[config.mk]
export PLATFORM = sky130hd
export DESIGN_NAME = mcu_frame_receiver_event_queue_unit
export DESIGN_NICKNAME = d
export VERILOG_FILES = /design/src/mfreq_pkg.sv /design/src/mfreq_front.sv /design/src/mfreq_back.sv /design/src/mfreq_rsp_queue.sv /design/src/mcu_frame_receiver_event_queue_unit.sv
export VERILOG_INCLUDE_DIRS = /design/src /design/src/src
export SDC_FILE = /design/constraint.sdc
export NUM_CORES = 1
export LEC_CHECK = 0
export ABC_AREA = 1
export BUFFER_PORTS_ARGS = -buffer_cell sky130_fd_sc_hd__buf_2
export CORE_AREA = 2 2 315 317
export CTS_CLUSTER_SIZE = 25
export DETAILED_ROUTE_END_ITERATION = 8
export DIE_AREA = 0 0 317 319
export SLEW_MARGIN = 20
export SYNTH_ARGS = -nofsm -noshare
export SYNTH_HDL_FRONTEND = slang
export SYNTH_HIERARCHICAL = 1
export SYNTH_SLANG_ARGS = --single-unit
export TNS_END_PERCENT = 1
[constraint.sdc]
create_clock -name clock -period 4.85 [get_ports clock]
set_clock_uncertainty 0.15 [all_clocks]
set_input_delay 0.7275 -clock clock [delete_from_list [all_inputs] [get_ports clock]]
set_output_delay 0.7275 -clock clock [all_outputs]
set_load 0.05 [all_outputs]
[src/mcu_frame_receiver_event_queue_unit_defines.svh]
// ---------------------------------------------------------------------------
// Assertion macros for the frame receiver and key event queue
// ---------------------------------------------------------------------------
`ifndef MCU_FRAME_RECEIVER_EVENT_QUEUE_UNIT_DEFINES_SVH
`define MCU_FRAME_RECEIVER_EVENT_QUEUE_UNIT_DEFINES_SVH

// Check on the rising clock, ignored while reset is high
`define MFREQ_ASSERT(label, prop, msg) \
   label: assert property (@(posedge clock) disable iff (reset) prop) else $error(msg);

// Check on the rising clock, also active across reset
`define MFREQ_ASSERT_RST(label, prop, msg) \
   label: assert property (@(posedge clock) prop) else $error(msg);

`endif

[src/mfreq_pkg.sv]
// ---------------------------------------------------------------------------
// mfreq_pkg
// Shared types, codes and constants of the frame receiver and event queue.
// ---------------------------------------------------------------------------
package mfreq_pkg;

   // Key event queue size and derived widths
   localparam int QUEUE_DEPTH = 16;
   localparam int PTR_W       = (QUEUE_DEPTH > 1) ? $clog2(QUEUE_DEPTH) : 1;
   localparam int CNT_W       = $clog2(QUEUE_DEPTH + 1);

   // Frame layout
   localparam int FRAME_LEN = 5;

   localparam logic [7:0]  HDR_EVENT     = 8'h0a;
   localparam logic [7:0]  HDR_REPLY     = 8'ha0;
   localparam logic [23:0] CLR_LOW       = 24'h000050;
   localparam logic [23:0] CLR_HIGH      = 24'h000061;
   localparam logic [7:0]  REMOTE_BIT    = 8'h80;
   localparam logic [7:0]  TYPE_ALARM    = 8'd5;
   localparam logic [7:0]  TYPE_CHIP     = 8'd6;
   localparam logic [7:0]  TYPE_BOARD    = 8'd7;
   localparam logic [7:0]  TYPE_LOCAL_A  = 8'd1;
   localparam logic [7:0]  TYPE_REMOTE   = 8'd2;
   localparam logic [7:0]  TYPE_LOCAL_B  = 8'd3;
   localparam logic [15:0] CHIP_VER_RST  = 16'h1497;
   localparam logic [15:0] BOARD_VER_RST = 16'h0102;
   localparam logic [7:0]  REPLY_NONE    = 8'hff;

   // Input item kinds
   typedef enum logic [1:0] {
      KIND_BYTE  = 2'd0,
      KIND_POP   = 2'd1,
      KIND_ARM   = 2'd2,
      KIND_CLEAR = 2'd3
   } kind_type;

   // Frame status codes on the result
   typedef enum logic [2:0] {
      ST_NONE    = 3'd0,
      ST_TAKEN   = 3'd1,
      ST_ACCEPT  = 3'd2,
      ST_SUM_BAD = 3'd3,
      ST_HDR_BAD = 3'd4
   } status_type;

   // Key source codes
   typedef enum logic [1:0] {
      SRC_LOCAL  = 2'd0,
      SRC_REMOTE = 2'd1,
      SRC_OTHER  = 2'd2
   } src_type;

   // Operations classified by the front end
   typedef enum logic [3:0] {
      OP_BYTE    = 4'd0,
      OP_HDR_BAD = 4'd1,
      OP_SUM_BAD = 4'd2,
      OP_ALARM   = 4'd3,
      OP_CHIP    = 4'd4,
      OP_BOARD   = 4'd5,
      OP_EVENT   = 4'd6,
      OP_REPLY   = 4'd7,
      OP_POP     = 4'd8,
      OP_ARM     = 4'd9,
      OP_CLEAR   = 4'd10
   } op_type;

   // One classified operation: data holds the word already assembled
   typedef struct packed {
      op_type      op;
      logic [23:0] data;
   } cmd_type;

   typedef struct packed {
      logic    valid;
      cmd_type cmd;
   } cmd_link_type;

   // One result item
   typedef struct packed {
      status_type  frame_status;
      logic        key_valid;
      logic [7:0]  key_code;
      logic [7:0]  key_press;
      src_type     key_source;
      logic [15:0] alarm_bits;
      logic [15:0] chip_version;
      logic [15:0] board_version;
      logic [7:0]  last_reply;
      logic [4:0]  queue_count;
   } rsp_type;

   // Advance a queue pointer with wrap at the queue depth
   function automatic logic [PTR_W-1:0] ptr_inc(input logic [PTR_W-1:0] ptr);
      logic [PTR_W-1:0] nxt;
      if (ptr == PTR_W'(QUEUE_DEPTH - 1)) begin
         nxt = '0;
      end else begin
         nxt = ptr + PTR_W'(1);
      end
      return nxt;
   endfunction

endpackage

[src/mfreq_front.sv]
// ---------------------------------------------------------------------------
// mfreq_front
// Accepts items, assembles 5-byte frames, checks header and checksum and
// queues one classified operation per item in a two-entry buffer.
// ---------------------------------------------------------------------------
`include "mcu_frame_receiver_event_queue_unit_defines.svh"

module mfreq_front (
   input  logic                  clock,
   input  logic                  reset,
   input  logic                  push,
   output logic                  full,
   input  logic [1:0]            req_kind,
   input  logic [7:0]            req_rx_byte,
   output mfreq_pkg::cmd_link_type cmd_link,
   input  logic                  cmd_take
);

   localparam logic [2:0] LAST_IDX = 3'(mfreq_pkg::FRAME_LEN - 1);

   logic [2:0]         byte_cnt_ff, byte_cnt_in;
   logic [7:0]         frame_ff [4];
   mfreq_pkg::cmd_type cq_ff [2];
   logic               wr_ptr_ff, wr_ptr_in;
   logic               rd_ptr_ff, rd_ptr_in;
   logic [1:0]         cq_cnt_ff, cq_cnt_in;

   logic               accept;
   logic               store_byte;
   logic [7:0]         sum;
   mfreq_pkg::cmd_type cmd_new;

   assign full   = (cq_cnt_ff == 2'd2);
   assign accept = push && !full;

   // Classify the incoming item
   always_comb begin
      byte_cnt_in  = byte_cnt_ff;
      store_byte   = 1'b0;
      cmd_new.op   = mfreq_pkg::OP_BYTE;
      cmd_new.data = '0;
      sum          = frame_ff[0] + frame_ff[1] + frame_ff[2] + frame_ff[3];
      unique case (mfreq_pkg::kind_type'(req_kind))
         mfreq_pkg::KIND_BYTE: begin
            if (byte_cnt_ff == 3'd0 && req_rx_byte != mfreq_pkg::HDR_EVENT &&
                req_rx_byte != mfreq_pkg::HDR_REPLY) begin
               cmd_new.op = mfreq_pkg::OP_HDR_BAD;
            end else if (byte_cnt_ff != LAST_IDX) begin
               store_byte  = 1'b1;
               byte_cnt_in = byte_cnt_ff + 3'd1;
            end else begin
               byte_cnt_in = 3'd0;
               if (sum != req_rx_byte) begin
                  cmd_new.op = mfreq_pkg::OP_SUM_BAD;
               end else if (frame_ff[0] == mfreq_pkg::HDR_EVENT) begin
                  unique case (frame_ff[1])
                     mfreq_pkg::TYPE_ALARM: begin
                        cmd_new.op   = mfreq_pkg::OP_ALARM;
                        cmd_new.data = {8'd0, frame_ff[2], frame_ff[3]};
                     end
                     mfreq_pkg::TYPE_CHIP: begin
                        cmd_new.op   = mfreq_pkg::OP_CHIP;
                        cmd_new.data = {8'd0, frame_ff[3], frame_ff[2]};
                     end
                     mfreq_pkg::TYPE_BOARD: begin
                        cmd_new.op   = mfreq_pkg::OP_BOARD;
                        cmd_new.data = {8'd0, frame_ff[2], frame_ff[3]};
                     end
                     default: begin
                        cmd_new.op   = mfreq_pkg::OP_EVENT;
                        cmd_new.data = {frame_ff[3], frame_ff[2], frame_ff[1]};
                     end
                  endcase
               end else begin
                  cmd_new.op   = mfreq_pkg::OP_REPLY;
                  cmd_new.data = {16'd0, frame_ff[1]};
               end
            end
         end
         mfreq_pkg::KIND_POP:   cmd_new.op = mfreq_pkg::OP_POP;
         mfreq_pkg::KIND_ARM:   cmd_new.op = mfreq_pkg::OP_ARM;
         mfreq_pkg::KIND_CLEAR: cmd_new.op = mfreq_pkg::OP_CLEAR;
         default:               cmd_new.op = mfreq_pkg::OP_CLEAR;
      endcase
   end

   // Buffer pointers
   always_comb begin
      wr_ptr_in = wr_ptr_ff ^ accept;
      rd_ptr_in = rd_ptr_ff ^ cmd_take;
      cq_cnt_in = cq_cnt_ff + {1'b0, accept} - {1'b0, cmd_take};
   end

   assign cmd_link.valid = (cq_cnt_ff != 2'd0);
   assign cmd_link.cmd   = cq_ff[rd_ptr_ff];

   // Control state
   always_ff @(posedge clock) begin
      if (reset) begin
         byte_cnt_ff <= 3'd0;
         wr_ptr_ff   <= 1'b0;
         rd_ptr_ff   <= 1'b0;
         cq_cnt_ff   <= 2'd0;
      end else begin
         if (accept) begin
            byte_cnt_ff <= byte_cnt_in;
         end
         wr_ptr_ff <= wr_ptr_in;
         rd_ptr_ff <= rd_ptr_in;
         cq_cnt_ff <= cq_cnt_in;
      end
   end

   // Frame bytes and buffered operations
   always_ff @(posedge clock) begin
      if (accept && store_byte) begin
         frame_ff[byte_cnt_ff[1:0]] <= req_rx_byte;
      end
      if (accept) begin
         cq_ff[wr_ptr_ff] <= cmd_new;
      end
   end

   `MFREQ_ASSERT(a_byte_cnt_range, (byte_cnt_ff <= LAST_IDX), "frame byte counter out of range")
   `MFREQ_ASSERT(a_cq_no_overflow, (cq_cnt_ff <= 2'd2), "operation buffer overflow")

endmodule

[src/mfreq_back.sv]
// ---------------------------------------------------------------------------
// mfreq_back
// Carries out classified operations: status words, version registers, the
// reply latch and the key event queue; builds one result per operation.
// ---------------------------------------------------------------------------
`include "mcu_frame_receiver_event_queue_unit_defines.svh"

module mfreq_back (
   input  logic                    clock,
   input  logic                    reset,
   input  mfreq_pkg::cmd_link_type cmd_link,
   output logic                    cmd_take,
   input  logic                    rsp_full,
   output logic                    rsp_push,
   output mfreq_pkg::rsp_type      rsp_data,
   input  logic                    csr_we,
   input  logic [15:0]             csr_wdata
);

   localparam int PW = mfreq_pkg::PTR_W;
   localparam int CW = mfreq_pkg::CNT_W;

   logic [15:0]   alarm_ff, alarm_in;
   logic          armed_ff, armed_in;
   logic [15:0]   chip_ff, chip_in;
   logic [15:0]   board_ff, board_in;
   logic [7:0]    reply_ff, reply_in;
   logic [23:0]   evq_ff [mfreq_pkg::QUEUE_DEPTH];
   logic [PW-1:0] head_ff, head_in;
   logic [PW-1:0] tail_ff, tail_in;
   logic [CW-1:0] count_ff, count_in;

   logic          fire;
   logic          ev_write;
   logic [PW-1:0] ev_idx;
   logic [23:0]   ev_head;
   logic [CW+4:0] cnt_wide;

   assign fire     = cmd_link.valid && !rsp_full;
   assign cmd_take = fire;
   assign rsp_push = fire;
   assign ev_head  = evq_ff[head_ff];

   // Execute one operation
   always_comb begin
      alarm_in = alarm_ff;
      armed_in = armed_ff;
      chip_in  = chip_ff;
      board_in = board_ff;
      reply_in = reply_ff;
      head_in  = head_ff;
      tail_in  = tail_ff;
      count_in = count_ff;
      ev_write = 1'b0;
      ev_idx   = tail_ff;

      rsp_data.frame_status = mfreq_pkg::ST_NONE;
      rsp_data.key_valid    = 1'b0;
      rsp_data.key_code     = 8'd0;
      rsp_data.key_press    = 8'd0;
      rsp_data.key_source   = mfreq_pkg::SRC_LOCAL;

      if (fire) begin
         unique case (cmd_link.cmd.op)
            mfreq_pkg::OP_BYTE:    rsp_data.frame_status = mfreq_pkg::ST_TAKEN;
            mfreq_pkg::OP_HDR_BAD: rsp_data.frame_status = mfreq_pkg::ST_HDR_BAD;
            mfreq_pkg::OP_SUM_BAD: rsp_data.frame_status = mfreq_pkg::ST_SUM_BAD;
            mfreq_pkg::OP_ALARM: begin
               rsp_data.frame_status = mfreq_pkg::ST_ACCEPT;
               if (armed_ff) begin
                  alarm_in = cmd_link.cmd.data[15:0];
                  armed_in = 1'b0;
               end
            end
            mfreq_pkg::OP_CHIP: begin
               rsp_data.frame_status = mfreq_pkg::ST_ACCEPT;
               chip_in = cmd_link.cmd.data[15:0];
            end
            mfreq_pkg::OP_BOARD: begin
               rsp_data.frame_status = mfreq_pkg::ST_ACCEPT;
               board_in = cmd_link.cmd.data[15:0];
            end
            mfreq_pkg::OP_REPLY: begin
               rsp_data.frame_status = mfreq_pkg::ST_ACCEPT;
               reply_in = cmd_link.cmd.data[7:0];
            end
            mfreq_pkg::OP_EVENT: begin
               rsp_data.frame_status = mfreq_pkg::ST_ACCEPT;
               ev_write = 1'b1;
               if (cmd_link.cmd.data >= mfreq_pkg::CLR_LOW &&
                   cmd_link.cmd.data <= mfreq_pkg::CLR_HIGH) begin
                  // clearing key: queue restarts holding only this event
                  head_in  = '0;
                  ev_idx   = '0;
                  tail_in  = mfreq_pkg::ptr_inc('0);
                  count_in = CW'(1);
               end else if (count_ff == CW'(mfreq_pkg::QUEUE_DEPTH)) begin
                  // full: drop the oldest entry
                  head_in = mfreq_pkg::ptr_inc(head_ff);
                  tail_in = mfreq_pkg::ptr_inc(tail_ff);
               end else begin
                  tail_in  = mfreq_pkg::ptr_inc(tail_ff);
                  count_in = count_ff + CW'(1);
               end
            end
            mfreq_pkg::OP_POP: begin
               if (count_ff != '0) begin
                  head_in             = mfreq_pkg::ptr_inc(head_ff);
                  count_in            = count_ff - CW'(1);
                  rsp_data.key_valid  = 1'b1;
                  rsp_data.key_press  = ev_head[23:16];
                  rsp_data.key_code   = ev_head[15:8];
                  rsp_data.key_source = mfreq_pkg::SRC_OTHER;
                  if (ev_head[7:0] == mfreq_pkg::TYPE_LOCAL_A ||
                      ev_head[7:0] == mfreq_pkg::TYPE_LOCAL_B) begin
                     rsp_data.key_source = mfreq_pkg::SRC_LOCAL;
                  end else if (ev_head[7:0] == mfreq_pkg::TYPE_REMOTE) begin
                     rsp_data.key_source = mfreq_pkg::SRC_REMOTE;
                     rsp_data.key_code   = ev_head[15:8] | mfreq_pkg::REMOTE_BIT;
                  end
               end
            end
            mfreq_pkg::OP_ARM:   armed_in = 1'b1;
            mfreq_pkg::OP_CLEAR: reply_in = mfreq_pkg::REPLY_NONE;
            default: ;
         endcase
      end

      // register write loads the alarm word
      if (csr_we) begin
         alarm_in = csr_wdata;
      end

      cnt_wide = {5'd0, count_in};
      rsp_data.alarm_bits    = alarm_in;
      rsp_data.chip_version  = chip_in;
      rsp_data.board_version = board_in;
      rsp_data.last_reply    = reply_in;
      rsp_data.queue_count   = cnt_wide[4:0];
   end

   // Control and status state
   always_ff @(posedge clock) begin
      if (reset) begin
         alarm_ff <= 16'd0;
         armed_ff <= 1'b0;
         chip_ff  <= mfreq_pkg::CHIP_VER_RST;
         board_ff <= mfreq_pkg::BOARD_VER_RST;
         reply_ff <= mfreq_pkg::REPLY_NONE;
         head_ff  <= '0;
         tail_ff  <= '0;
         count_ff <= '0;
      end else begin
         alarm_ff <= alarm_in;
         armed_ff <= armed_in;
         chip_ff  <= chip_in;
         board_ff <= board_in;
         reply_ff <= reply_in;
         head_ff  <= head_in;
         tail_ff  <= tail_in;
         count_ff <= count_in;
      end
   end

   // Event storage
   always_ff @(posedge clock) begin
      if (ev_write) begin
         evq_ff[ev_idx] <= cmd_link.cmd.data;
      end
   end

   `MFREQ_ASSERT(a_evq_count_max, (count_ff <= CW'(mfreq_pkg::QUEUE_DEPTH)), "event count over depth")
   `MFREQ_ASSERT(a_empty_pop_hold, (fire && cmd_link.cmd.op == mfreq_pkg::OP_POP && count_ff == '0) |=> $stable(head_ff), "empty pop moved head")

endmodule

[src/mfreq_rsp_queue.sv]
// ---------------------------------------------------------------------------
// mfreq_rsp_queue
// Two-entry result buffer that decouples the executor from the result side.
// ---------------------------------------------------------------------------
`include "mcu_frame_receiver_event_queue_unit_defines.svh"

module mfreq_rsp_queue (
   input  logic               clock,
   input  logic               reset,
   input  logic               in_push,
   input  mfreq_pkg::rsp_type in_data,
   output logic               q_full,
   output logic               q_empty,
   input  logic               q_pop,
   output mfreq_pkg::rsp_type q_data
);

   mfreq_pkg::rsp_type buf_ff [2];
   logic               wr_ptr_ff, wr_ptr_in;
   logic               rd_ptr_ff, rd_ptr_in;
   logic [1:0]         count_ff, count_in;
   logic               do_pop;

   assign q_full  = (count_ff == 2'd2);
   assign q_empty = (count_ff == 2'd0);
   assign do_pop  = q_pop && !q_empty;
   assign q_data  = buf_ff[rd_ptr_ff];

   // Pointer update
   always_comb begin
      wr_ptr_in = wr_ptr_ff ^ in_push;
      rd_ptr_in = rd_ptr_ff ^ do_pop;
      count_in  = count_ff + {1'b0, in_push} - {1'b0, do_pop};
   end

   always_ff @(posedge clock) begin
      if (reset) begin
         wr_ptr_ff <= 1'b0;
         rd_ptr_ff <= 1'b0;
         count_ff  <= 2'd0;
      end else begin
         wr_ptr_ff <= wr_ptr_in;
         rd_ptr_ff <= rd_ptr_in;
         count_ff  <= count_in;
      end
   end

   // Result storage
   always_ff @(posedge clock) begin
      if (in_push) begin
         buf_ff[wr_ptr_ff] <= in_data;
      end
   end

   `MFREQ_ASSERT_RST(a_rsp_empty_after_reset, reset |=> (count_ff == 2'd0), "result buffer not empty after reset")

endmodule

[src/mcu_frame_receiver_event_queue_unit.sv]
// ---------------------------------------------------------------------------
// mcu_frame_receiver_event_queue_unit
// Frame receiver and key event queue for a serial microcontroller link.
// ---------------------------------------------------------------------------
// Takes one item per clock while full is low (received byte, pop, arm
// alarm capture, clear reply) and returns exactly one result per item, in
// order. The item's transfer edge writes its classified operation into the
// front end's operation buffer. The executor then takes the operation,
// updates all status and queue state and writes the result into the result
// buffer, whose head drives the rsp_ ports. That executor sets the rate of
// one item per cycle while the result buffer has room. The two-entry buffers
// on either side of it let the input and result sides stall independently.
// A full result buffer holds the executor, and a full operation buffer then
// raises full. Write the alarm register only when no item is in flight.
`include "mcu_frame_receiver_event_queue_unit_defines.svh"

module mcu_frame_receiver_event_queue_unit (
   input  logic        clock,
   input  logic        reset,
   // input channel
   input  logic        push,
   output logic        full,
   input  logic [1:0]  req_kind,
   input  logic [7:0]  req_rx_byte,
   // result channel
   output logic        empty,
   input  logic        pop,
   output logic [2:0]  rsp_frame_status,
   output logic        rsp_key_valid,
   output logic [7:0]  rsp_key_code,
   output logic [7:0]  rsp_key_press,
   output logic [1:0]  rsp_key_source,
   output logic [15:0] rsp_alarm_bits,
   output logic [15:0] rsp_chip_version,
   output logic [15:0] rsp_board_version,
   output logic [7:0]  rsp_last_reply,
   output logic [4:0]  rsp_queue_count,
   // configuration
   input  logic        csr_we,
   input  logic [15:0] csr_wdata
);

   mfreq_pkg::cmd_link_type cmd_link;
   logic                    cmd_take;
   logic                    rq_full;
   logic                    rq_push;
   mfreq_pkg::rsp_type      rq_in;
   mfreq_pkg::rsp_type      rq_head;

   // Front end: framing and classification
   mfreq_front u_front (
      .clock       (clock),
      .reset       (reset),
      .push        (push),
      .full        (full),
      .req_kind    (req_kind),
      .req_rx_byte (req_rx_byte),
      .cmd_link    (cmd_link),
      .cmd_take    (cmd_take)
   );

   // Back end: state update and result build
   mfreq_back u_back (
      .clock     (clock),
      .reset     (reset),
      .cmd_link  (cmd_link),
      .cmd_take  (cmd_take),
      .rsp_full  (rq_full),
      .rsp_push  (rq_push),
      .rsp_data  (rq_in),
      .csr_we    (csr_we),
      .csr_wdata (csr_wdata)
   );

   // Result buffer
   mfreq_rsp_queue u_rsp_queue (
      .clock   (clock),
      .reset   (reset),
      .in_push (rq_push),
      .in_data (rq_in),
      .q_full  (rq_full),
      .q_empty (empty),
      .q_pop   (pop),
      .q_data  (rq_head)
   );

   // Result fields
   assign rsp_frame_status  = rq_head.frame_status;
   assign rsp_key_valid     = rq_head.key_valid;
   assign rsp_key_code      = rq_head.key_code;
   assign rsp_key_press     = rq_head.key_press;
   assign rsp_key_source    = rq_head.key_source;
   assign rsp_alarm_bits    = rq_head.alarm_bits;
   assign rsp_chip_version  = rq_head.chip_version;
   assign rsp_board_version = rq_head.board_version;
   assign rsp_last_reply    = rq_head.last_reply;
   assign rsp_queue_count   = rq_head.queue_count;

endmodule
==> run summary, run 1 <==
The die is 317 um wide. The aggregate global-route resource usage came out at 13.8%. The hold path depth is 1. The measured slew at the worst slew-check pin is 1.08 ns. The slack of the critical path is 0.770 ns.

Global routing consumed, on the met1 layer, 19.9% of the routing resources. Summing the areas of all fa, ha and maj instances in the mapped netlist gives 1.89% of the synthesized area. The total setup buffers inserted after CTS came out at 0. The endpoint identified for the worst register-to-register timing path is u_front/cq_ff[1][10]$_DFFE_PP_. The global placement routability congestion came out at 0.834.

The logic gate share of total power is 23.2%. The iteration count of the initial detailed-routing pass is 5. Clock-pin slew was measured on the worst setup and hold paths at 0.06 ns.

met2 is the most crowded layer. The post-synthesis mux area share is 4.75%. The number of buffers added on ports came out at 115.

The number of placement rows is 115. TritonCTS built the clock tree. Cells fill 35.2% of the core in the end. The overall die area is 0.101 mm2.

The post-place setup slack came out at 0.784 ns. The delay of the slowest cell on the worst path came out at 0.56 ns. The count of pins on the block boundary is 116. After synthesis, the largest family of logic cells by area is simple AND/OR/NAND/NOR gates. Detailed placement finished with a half-perimeter wire length of 43900 um. The routed length per instance is 18.2 um. The synthesized area per cell came out at 12.5 um2. The highest net fanout along the worst path is 8. The number of buffers on the longest clock path came out at 3. Detailed routing inserted a total of 18400 vias. The post-synthesis cell count came out at 2409. CTS built an H-tree with a depth of 3. In the final timing run, aggregate negative setup slack is 0 ns. Summing the sequential cell areas from Yosys gives 69.3% of the chip area. In this run, CTS created clock tree buffers numbering 75. The met3 layer usage reported by global route came out at 2.20%. The final wirelength came out at 70800 um. In this run the register-to-register setup slack is 0.77 ns. The number of warnings printed during yosys synthesis came out at 6. After detailed routing, the number of vias per cell comes to 4.74.

The worst setup path is launched from a flip-flop. The critical path arrival is 4.37 ns. The net switching component of the power is 5.54 mW. The source-to-sink clock delay at the later pin of the worst-skew pair came out at 0.63 ns. The maximum number of pins on one net before global-route repair came out at 85. The period utilization is 84.1%. The count of final setup violators came out at 0.

The clock tree root driver cell is sky130_fd_sc_hd__clkbuf_16. The remaining antenna violation count after routing came out at 0. The number of sinks on the clock net is 723. The logic depth of the worst setup path including buffers is 14. The hold violation count in the final report is 0. Among all flip-flop cells after synthesis, the most frequent one is sky130_fd_sc_hd__edfxtp_1. The path depth of the worst reg2reg path came out at 14. The placed instance area is 0.0321 mm2. The run finished with clean final reports. The static leakage is 12.4 nW.

In the layout the commonest cells are sky130_fd_sc_hd__edfxtp_1, sky130_fd_sc_hd__nand2_1, sky130_fd_sc_hd__nor2_1. In this run the worst setup path begins at u_front/frame_ff[3][1]$_DFFE_PP_. The post-synthesis net count came out at 2477. The critical path capture point type is a flip-flop.

The normalized max-slew margin is 28.3%. The number of design rule violations left after detail routing came out at 0. Counting both buffers and inverters, the worst setup path holds a total of 2. At the worst endpoint, the required time is 5.14 ns.

After synthesis, the largest area contributor takes up 63.6% of total cell area. In the global route stage, met2 resource usage came out at 21.7%. Walking the worst path, the cells encountered are fa_1 > inv_1 > fa_1 > inv_1 > ha_1 > fa_1 > nand2_1 > nand2_1 > nand3_1 > nor2_1 > nand3_1 > nor3_4 > nand4_1 > nor2_1. The detailed router finished its first iteration with 1485 violations. On the critical path the largest part of the delay comes from adder cells. The setup path with the least slack is of type reg -> reg. After global routing the overflow that remains totals 0. The worst-case IR drop observed on VDD is 0.450 mV. After synthesis, the share of flip-flops with an asynchronous set or reset is 0%.

The reg-to-reg startpoint is u_front/frame_ff[3][1]$_DFFE_PP_. Dividing total power by cell area gives a power density of 508 mW/mm2. Setup repair after global routing left no endpoint under its margin. The clock network fraction of design power came out at 30.8%. The area fraction in and, or, nand and nor cells after synthesis is 11.7%. The number of hold buffers added after CTS came out at 0. Across the run, the number of max-cap violations was 0. The layout overhead on the synthesized area came out at 14.3%.

The cell type with the highest occurrence count on the critical path is sky130_fd_sc_hd__fa_1. Summing the areas of all compound-gate instances in the mapped netlist gives 7.33% of the synthesized area. Counting flops and latches in the post-synthesis netlist gives 723. The number of unique standard cell types used by synthesis came out at 50. The area of the mapped netlist is 0.0301 mm2. The internal cell power came out at 11.9 mW.

The height of the die is 319 um. The via count of the first global-routing pass is 17700. The number of nets in the layout came out at 2609. The global-route wire length before repair came out at 107000 um.

The number of antenna violations at the first check in global routing came out at 1. The minimum period implied by the final worst setup slack came out at 4.08 ns. The endpoint of the most critical setup path is u_front/cq_ff[1][10]$_DFFE_PP_. The number of synthesized flops with an enable pin came out at 638. The part of the power in registers came out at 46.1%. In this run switching power makes up 31.7% of total power. The slowest cell on the critical path is sky130_fd_sc_hd__fa_1. The cell accounting for the most synthesized area is sky130_fd_sc_hd__edfxtp_1. The post-route netlist has 17.3% of its cells at a drive strength greater than 1. The xor and xnor fraction of the mapped netlist area is 0.291%. The worst hold path belongs to the class in -> reg.

The core region is 0.0977 mm2. The count of instances resized after the clock tree is built came out at 0. By area the synthesized netlist is led by sky130_fd_sc_hd__edfxtp_1, sky130_fd_sc_hd__dfxtp_1, sky130_fd_sc_hd__nand2_1, sky130_fd_sc_hd__nor2_1, sky130_fd_sc_hd__o21ai_0. The finished cells cover 0.0344 mm2.

Once the floorplan was initialized, standard cells occupied 30.8% of the core. The upper clock frequency limit is 245 MHz. The commonest non-fill, non-tap cell in the layout is sky130_fd_sc_hd__edfxtp_1. The count of pins over their slew limit was 0.
-- state kept, by name, summed over array words and instances (netlist names), named ones only --
name and flops:
u_back/evq_ff 384, u_rsp_queue/buf_ff 166, u_front/cq_ff 56, u_front/frame_ff 32, u_back/alarm_ff 16, u_back/board_ff 16, u_back/chip_ff 16, u_back/reply_ff 8
u_back/count_ff 5, u_back/head_ff 4, u_back/tail_ff 4, u_front/byte_cnt_ff 3, u_front/cq_cnt_ff 2, u_rsp_queue/count_ff 2, u_back/armed_ff 1, u_front/rd_ptr_ff 1
u_front/wr_ptr_ff 1, u_rsp_queue/rd_ptr_ff 1, u_rsp_queue/wr_ptr_ff 1
-- Yosys cell counts, types with 3 or more instances --
library cell,instances
sky130_fd_sc_hd__o22ai_1,46
sky130_fd_sc_hd__inv_1,208
sky130_fd_sc_hd__or2_2,26
sky130_fd_sc_hd__nor3_1,34
sky130_fd_sc_hd__nand3b_1,14
sky130_fd_sc_hd__clkbuf_2,3
sky130_fd_sc_hd__nand3_1,106
sky130_fd_sc_hd__clkbuf_1,48
sky130_fd_sc_hd__o21ai_0,167
sky130_fd_sc_hd__dfxtp_1,85
sky130_fd_sc_hd__or2_1,9
sky130_fd_sc_hd__a21oi_1,78
sky130_fd_sc_hd__nand2_2,6
sky130_fd_sc_hd__ha_1,23
sky130_fd_sc_hd__buf_6,17
sky130_fd_sc_hd__o211ai_1,7
sky130_fd_sc_hd__a31oi_1,7
sky130_fd_sc_hd__nand4_1,14
sky130_fd_sc_hd__buf_4,13
sky130_fd_sc_hd__buf_1,3
sky130_fd_sc_hd__a211oi_1,25
sky130_fd_sc_hd__o221ai_1,20
sky130_fd_sc_hd__nand2_1,314
sky130_fd_sc_hd__mux2_2,63
sky130_fd_sc_hd__o21ai_1,31
sky130_fd_sc_hd__mux2_4,48
sky130_fd_sc_hd__edfxtp_1,638
sky130_fd_sc_hd__nor2_2,9
sky130_fd_sc_hd__xor2_1,8
sky130_fd_sc_hd__buf_2,24
sky130_fd_sc_hd__inv_2,7
sky130_fd_sc_hd__fa_1,14
sky130_fd_sc_hd__nor2_1,272
-- worst reg2reg max path: stages (launching register included) --
cell and delay [ns]:
sky130_fd_sc_hd__edfxtp_1 0.42, sky130_fd_sc_hd__fa_1 0.56, sky130_fd_sc_hd__inv_1 0.05, sky130_fd_sc_hd__fa_1 0.47, sky130_fd_sc_hd__inv_1 0.05, sky130_fd_sc_hd__ha_1 0.23
sky130_fd_sc_hd__fa_1 0.56, sky130_fd_sc_hd__nand2_1 0.05, sky130_fd_sc_hd__nand2_1 0.07, sky130_fd_sc_hd__nand3_1 0.09, sky130_fd_sc_hd__nor2_1 0.11, sky130_fd_sc_hd__nand3_1 0.14
sky130_fd_sc_hd__nor3_4 0.30, sky130_fd_sc_hd__nand4_1 0.40, sky130_fd_sc_hd__nor2_1 0.27
-- per-layer routing --
| metal | vias up | wire length [um] |
|---|---|---|
| li1 | 8768 | - |
| met1 | 9037 | 33000 |
| met2 | 508 | 32600 |
| met3 | 93 | 3800 |
| met4 | 0 | 1430 |
| met5 | - | 0 |
-- area by class of cell --
class | instances | area, um2
fill | 9400 | 63300
sequential | 723 | 20900
multi-input combinational | 1361 | 7870
clock buffer | 105 | 2040
tap | 1287 | 1610
timing repair buffer | 163 | 973
inverter | 217 | 826
clock inverter | 29 | 223
antenna | 1 | 2.50
-- how the worst min path moves through the flow --
stage / startpoint / endpoint / slack (ns)
5_1_grt: req_rx_byte[3] / u_front/frame_ff[1][3]$_DFFE_PP_ / 0.23
3_3_place_gp: u_back/armed_ff$_SDFFE_PP0P_ / u_back/armed_ff$_SDFFE_PP0P_ / 0.30
4_1_cts: pop / u_rsp_queue/rd_ptr_ff$_SDFF_PP0_ / 0.21
2_1_floorplan: u_back/armed_ff$_SDFFE_PP0P_ / u_back/armed_ff$_SDFFE_PP0P_ / 0.29
6_report: req_rx_byte[3] / u_front/frame_ff[0][3]$_DFFE_PP_ / 0.25
3_5_place_dp: u_back/armed_ff$_SDFFE_PP0P_ / u_back/armed_ff$_SDFFE_PP0P_ / 0.31
-- metrics by stage --
stage	std cells	power, mW	hold slack [ns]
after floorplan	2409	11.1	0.290
after global placement	3751	12.2	0.299
after detailed placement	3751	12.3	0.306
after CTS	3885	17.7	0.211
after global routing	3885	18.2	0.229
final	3886	17.5	0.248
-- logic make-up (layout without fill, tap and decap cells) --
group,after synthesis,after routing
other,0,1
muxes,111,111
buffers and inverters,325,514
AOI/OAI and AO/OA,390,390
and+or+nand+nor,813,813
adders and majority gates,37,37
xor gates and xnor gates,10,10
DFF,723,723
-- power groups by stage --
| stage | registers, mW | clock network (mW) | logic [mW] |
|---|---|---|---|
| global placement | 8.17 | 0 | 4.07 |
| CTS | 8.06 | 5.49 | 4.11 |
| finish | 8.06 | 5.38 | 4.05 |
| floorplan | 8.10 | 0 | 2.99 |
| detailed placement | 8.19 | 0 | 4.10 |
| global route | 8.10 | 5.75 | 4.34 |
Note: power is estimated with default switching activity, not from simulation.
==> run 2: changes to the inputs <==
clock period = 3.4 ns   (was 4.85 ns; I/O delays follow)
==> run summary, run 2 (same netlist as run 1, synthesis figures left out) <==
At the end of routability-driven placement, the weighted congestion stood at 0.815. The floorplan step set the die width to 317 um. The minimum period implied by the final worst setup slack came out at 3.75 ns. The path class of the lowest-slack min-delay path is in -> reg. With fillers left out, the area of the finished cells amounts to 0.0355 mm2. Once detail routing completed, the nets flagged for antenna violations numbered 0. The count of pins over their slew limit is 0. The highest net fanout along the worst path is 8.

The switching portion of total power is 31.1%. For this run, design rule violations remaining after detail routing come to 1. Entering global routing, the biggest net connects 154 pins. The commonest non-fill, non-tap cell in the layout is sky130_fd_sc_hd__edfxtp_1.

The register-to-register setup slack came out at -0.35 ns. The routed length per instance came out at 17.9 um. Setup repair after global routing could not meet its margin everywhere. The later pin in the worst-skew pair is clocked with a latency of 0.63 ns. In the final layout, the share of cells above drive strength 1 is 21.0%. For this run, the detailed router's first-pass iteration total came to 8.

The number of sinks on the clock net is 723. The path depth of the worst reg2reg path came out at 16. After layout, the worst path uses 110% of the clock period. The number of maximum-capacitance violations is 0. The hold violation count in the final report is 0. The worst setup path is captured at a flip-flop. Measured against its own limit, the worst slew margin works out to 44.0%. The core area came out at 0.0977 mm2. The register name with the most flops is u_back/evq_ff. The number of buffers on the longest clock path is 3. Across every metal layer, demand over resource in global routing totals 14.0%.

The largest registers in the layout are u_back/evq_ff x384, u_rsp_queue/buf_ff x166, u_front/cq_ff x56. The detailed-route vias per instance came out at 4.72. The reg-to-reg startpoint is u_front/frame_ff[3][1]$_DFFE_PP_.

The internal cell power is 17.7 mW. The overall die area is 0.101 mm2. For this run, the top clock speed supported by timing is 267 MHz.

In the layout the commonest cells are sky130_fd_sc_hd__edfxtp_1, sky130_fd_sc_hd__nand2_1, sky130_fd_sc_hd__nor2_1. Power spread over the standard cell area amounts to 723 mW/mm2. Across the whole layout, storage elements account for 0.0209 mm2.

The flow ran to the end, but the final reports show violations. The post-place setup slack came out at -0.423 ns. The logic gate share of total power is 24.2%. The measured slew at the worst slew-check pin came out at 0.840 ns. The global-route wire length before repair is 108000 um. The final reports fail on DRC, setup timing. The number of diodes came out at 0. The part of the power in registers is 44.4%. In this run the worst setup path begins at u_front/frame_ff[3][1]$_DFFE_PP_. The via count of the first global-routing pass is 18100.

Once the floorplan was initialized, standard cells occupied 30.8% of the core. The filler cell count came out at 9383. The count of pins on the block boundary is 116. The number of nets in the layout is 2688. The routed design has 71100 um of wire. The worst setup path is of the reg -> reg kind. The CTS tree is yes.

The layout overhead on the synthesized area is 17.9%. The critical path launch point type is a flip-flop. After clock tree synthesis, the clock-pin slew on the worst setup and hold paths is 0.06 ns.

The footprint of the multi-input gates came out at 0.00799 mm2. The critical path ends at u_front/cq_ff[1][13]$_DFFE_PP_. Input and output buffers added on the ports amount to 115. The endpoint identified for the worst register-to-register timing path is u_front/cq_ff[1][13]$_DFFE_PP_. The register with the most flip-flops in the layout has 384 of them. Setup violations remaining at the end of the flow were counted as 54. The analysis attributes to net switching a power of 7.98 mW. The worst IR drop on VDD came out at 0.690 mV. The height of the die came out at 319 um. The final HPWL from detailed placement is 43000 um. After detailed placement, the total cell area comes to 0.0329 mm2. The clock network fraction of design power came out at 31.4%.

The slack of the critical path is -0.345 ns. Data on the critical path is required at its endpoint by 3.72 ns. The static leakage came out at 12.9 nW. Row generation in the floorplan step produced 115 rows. Counting the buffers created by CTS gives 74. The number of antenna violations at the first check in global routing is 2. The total congestion overflow after global routing came out at 0. The H-tree depth is 3. The critical path arrival came out at 4.06 ns. Clock tree synthesis selected as its root buffer the cell sky130_fd_sc_hd__clkbuf_16. The count of vias placed by the detailed router came out at 18700. The detailed router's first-iteration violation count came out at 1701.
## run 2: cell types whose count changed in the layout (fill, tap and decap cells not counted), moves of 4 or more
| cell | previous run | this run |
|---|---|---|
| sky130_fd_sc_hd__dlygate4sd3_1 | 0 | 5 |
| sky130_fd_sc_hd__buf_12 | 3 | 17 |
| sky130_fd_sc_hd__nor2_1 | 259 | 249 |
| sky130_fd_sc_hd__clkinvlp_4 | 0 | 5 |
| sky130_fd_sc_hd__a21oi_2 | 0 | 4 |
| sky130_fd_sc_hd__buf_4 | 45 | 102 |
| sky130_fd_sc_hd__nor3_1 | 33 | 25 |
| sky130_fd_sc_hd__buf_6 | 0 | 4 |
| sky130_fd_sc_hd__nor3_2 | 1 | 7 |
| sky130_fd_sc_hd__nor2_2 | 22 | 32 |
| sky130_fd_sc_hd__clkbuf_1 | 26 | 17 |
| sky130_fd_sc_hd__a21oi_1 | 78 | 74 |
## run 2: metrics by stage
| step | power [mW] | hold slack (ns) | setup TNS [ns] | instances | utilization [%] |
|---|---|---|---|---|---|
| after floorplan | 15.8 | 0.290 | -36.28 | 2409 | - |
| after global placement | 17.8 | 0.300 | -19.67 | 3825 | 33.7 |
| after detailed placement | 17.9 | 0.310 | -20.10 | 3825 | 33.7 |
| after CTS | 25.9 | 0.00123 | -13.54 | 3964 | 36.3 |
| after global routing | 26.7 | 0.0286 | -23.88 | 3964 | 36.3 |
| final | 25.7 | 0.0293 | -15.05 | 3964 | 36.3 |
## run 2: routing by layer
metal / share of wire, % / track usage, % / vias up / wire, um
met5: 0 / 0 / - / 0
met3: 5.8 / 2.20 / 98 / 4100
met1: 45 / 19.7 / 9162 / 32000
met2: 47 / 22.2 / 515 / 33500
li1: - / - / 8939 / -
met4: 2.1 / 3.93 / 0 / 1530
## run 2: worst min path at each step
stage,start,cells after the start,to,slack [ns]
after floorplan,u_back/armed_ff$_SDFFE_PP0P_,2,u_back/armed_ff$_SDFFE_PP0P_,0.29
after detailed placement,u_back/armed_ff$_SDFFE_PP0P_,2,u_back/armed_ff$_SDFFE_PP0P_,0.31
after global routing,req_rx_byte[1],1,u_front/frame_ff[2][1]$_DFFE_PP_,0.03
after CTS,req_rx_byte[1],1,u_front/frame_ff[2][1]$_DFFE_PP_,0.001
after global placement,u_back/armed_ff$_SDFFE_PP0P_,2,u_back/armed_ff$_SDFFE_PP0P_,0.30
final,req_rx_byte[1],1,u_front/frame_ff[2][1]$_DFFE_PP_,0.03
## run 2: timing repair
item                                    4_1_cts  5_1_grt
buffers inserted                              1        0
pin swaps                                     1        0
gates resized for setup                      22       13
hold buffers                                  5        0
endpoints found under the setup margin       54       68
hold endpoints to repair                     10        0
## run 2: layout make-up
class                           count  area share, %
Multi-Input combinational cell   1361           22.5
Tap cell                         1287           4.54
Clock inverter                     32          0.860
Clock buffer                      101           5.94
Timing Repair Buffer              243           5.01
Inverter                          217           2.33
Sequential cell                   723           58.8
## run 2: power by group through the flow
| stage | Clock, mW | Sequential [mW] | Combinational (mW) |
|---|---|---|---|
| 2_1_floorplan | 0 | 11.6 | 4.26 |
| 3_3_place_gp | 0 | 11.6 | 6.26 |
| 3_5_place_dp | 0 | 11.6 | 6.28 |
| 4_1_cts | 8.23 | 11.4 | 6.31 |
| 5_1_grt | 8.57 | 11.5 | 6.69 |
| 6_report | 8.06 | 11.4 | 6.21 |
## run 2: critical path, stage by stage (launching register included)
cell and delay (ns):
sky130_fd_sc_hd__edfxtp_1 0.41, sky130_fd_sc_hd__fa_1 0.57, sky130_fd_sc_hd__inv_2 0.04, sky130_fd_sc_hd__fa_1 0.49
sky130_fd_sc_hd__inv_2 0.05, sky130_fd_sc_hd__ha_4 0.15, sky130_fd_sc_hd__fa_2 0.57, sky130_fd_sc_hd__nand2_1 0.05
sky130_fd_sc_hd__nand2_1 0.06, sky130_fd_sc_hd__nand3_1 0.08, sky130_fd_sc_hd__nor2_2 0.15, sky130_fd_sc_hd__nand3_2 0.12
sky130_fd_sc_hd__nor3_4 0.17, sky130_fd_sc_hd__buf_6 0.14, sky130_fd_sc_hd__nand4_1 0.11, sky130_fd_sc_hd__buf_6 0.19
sky130_fd_sc_hd__nor2_2 0.10
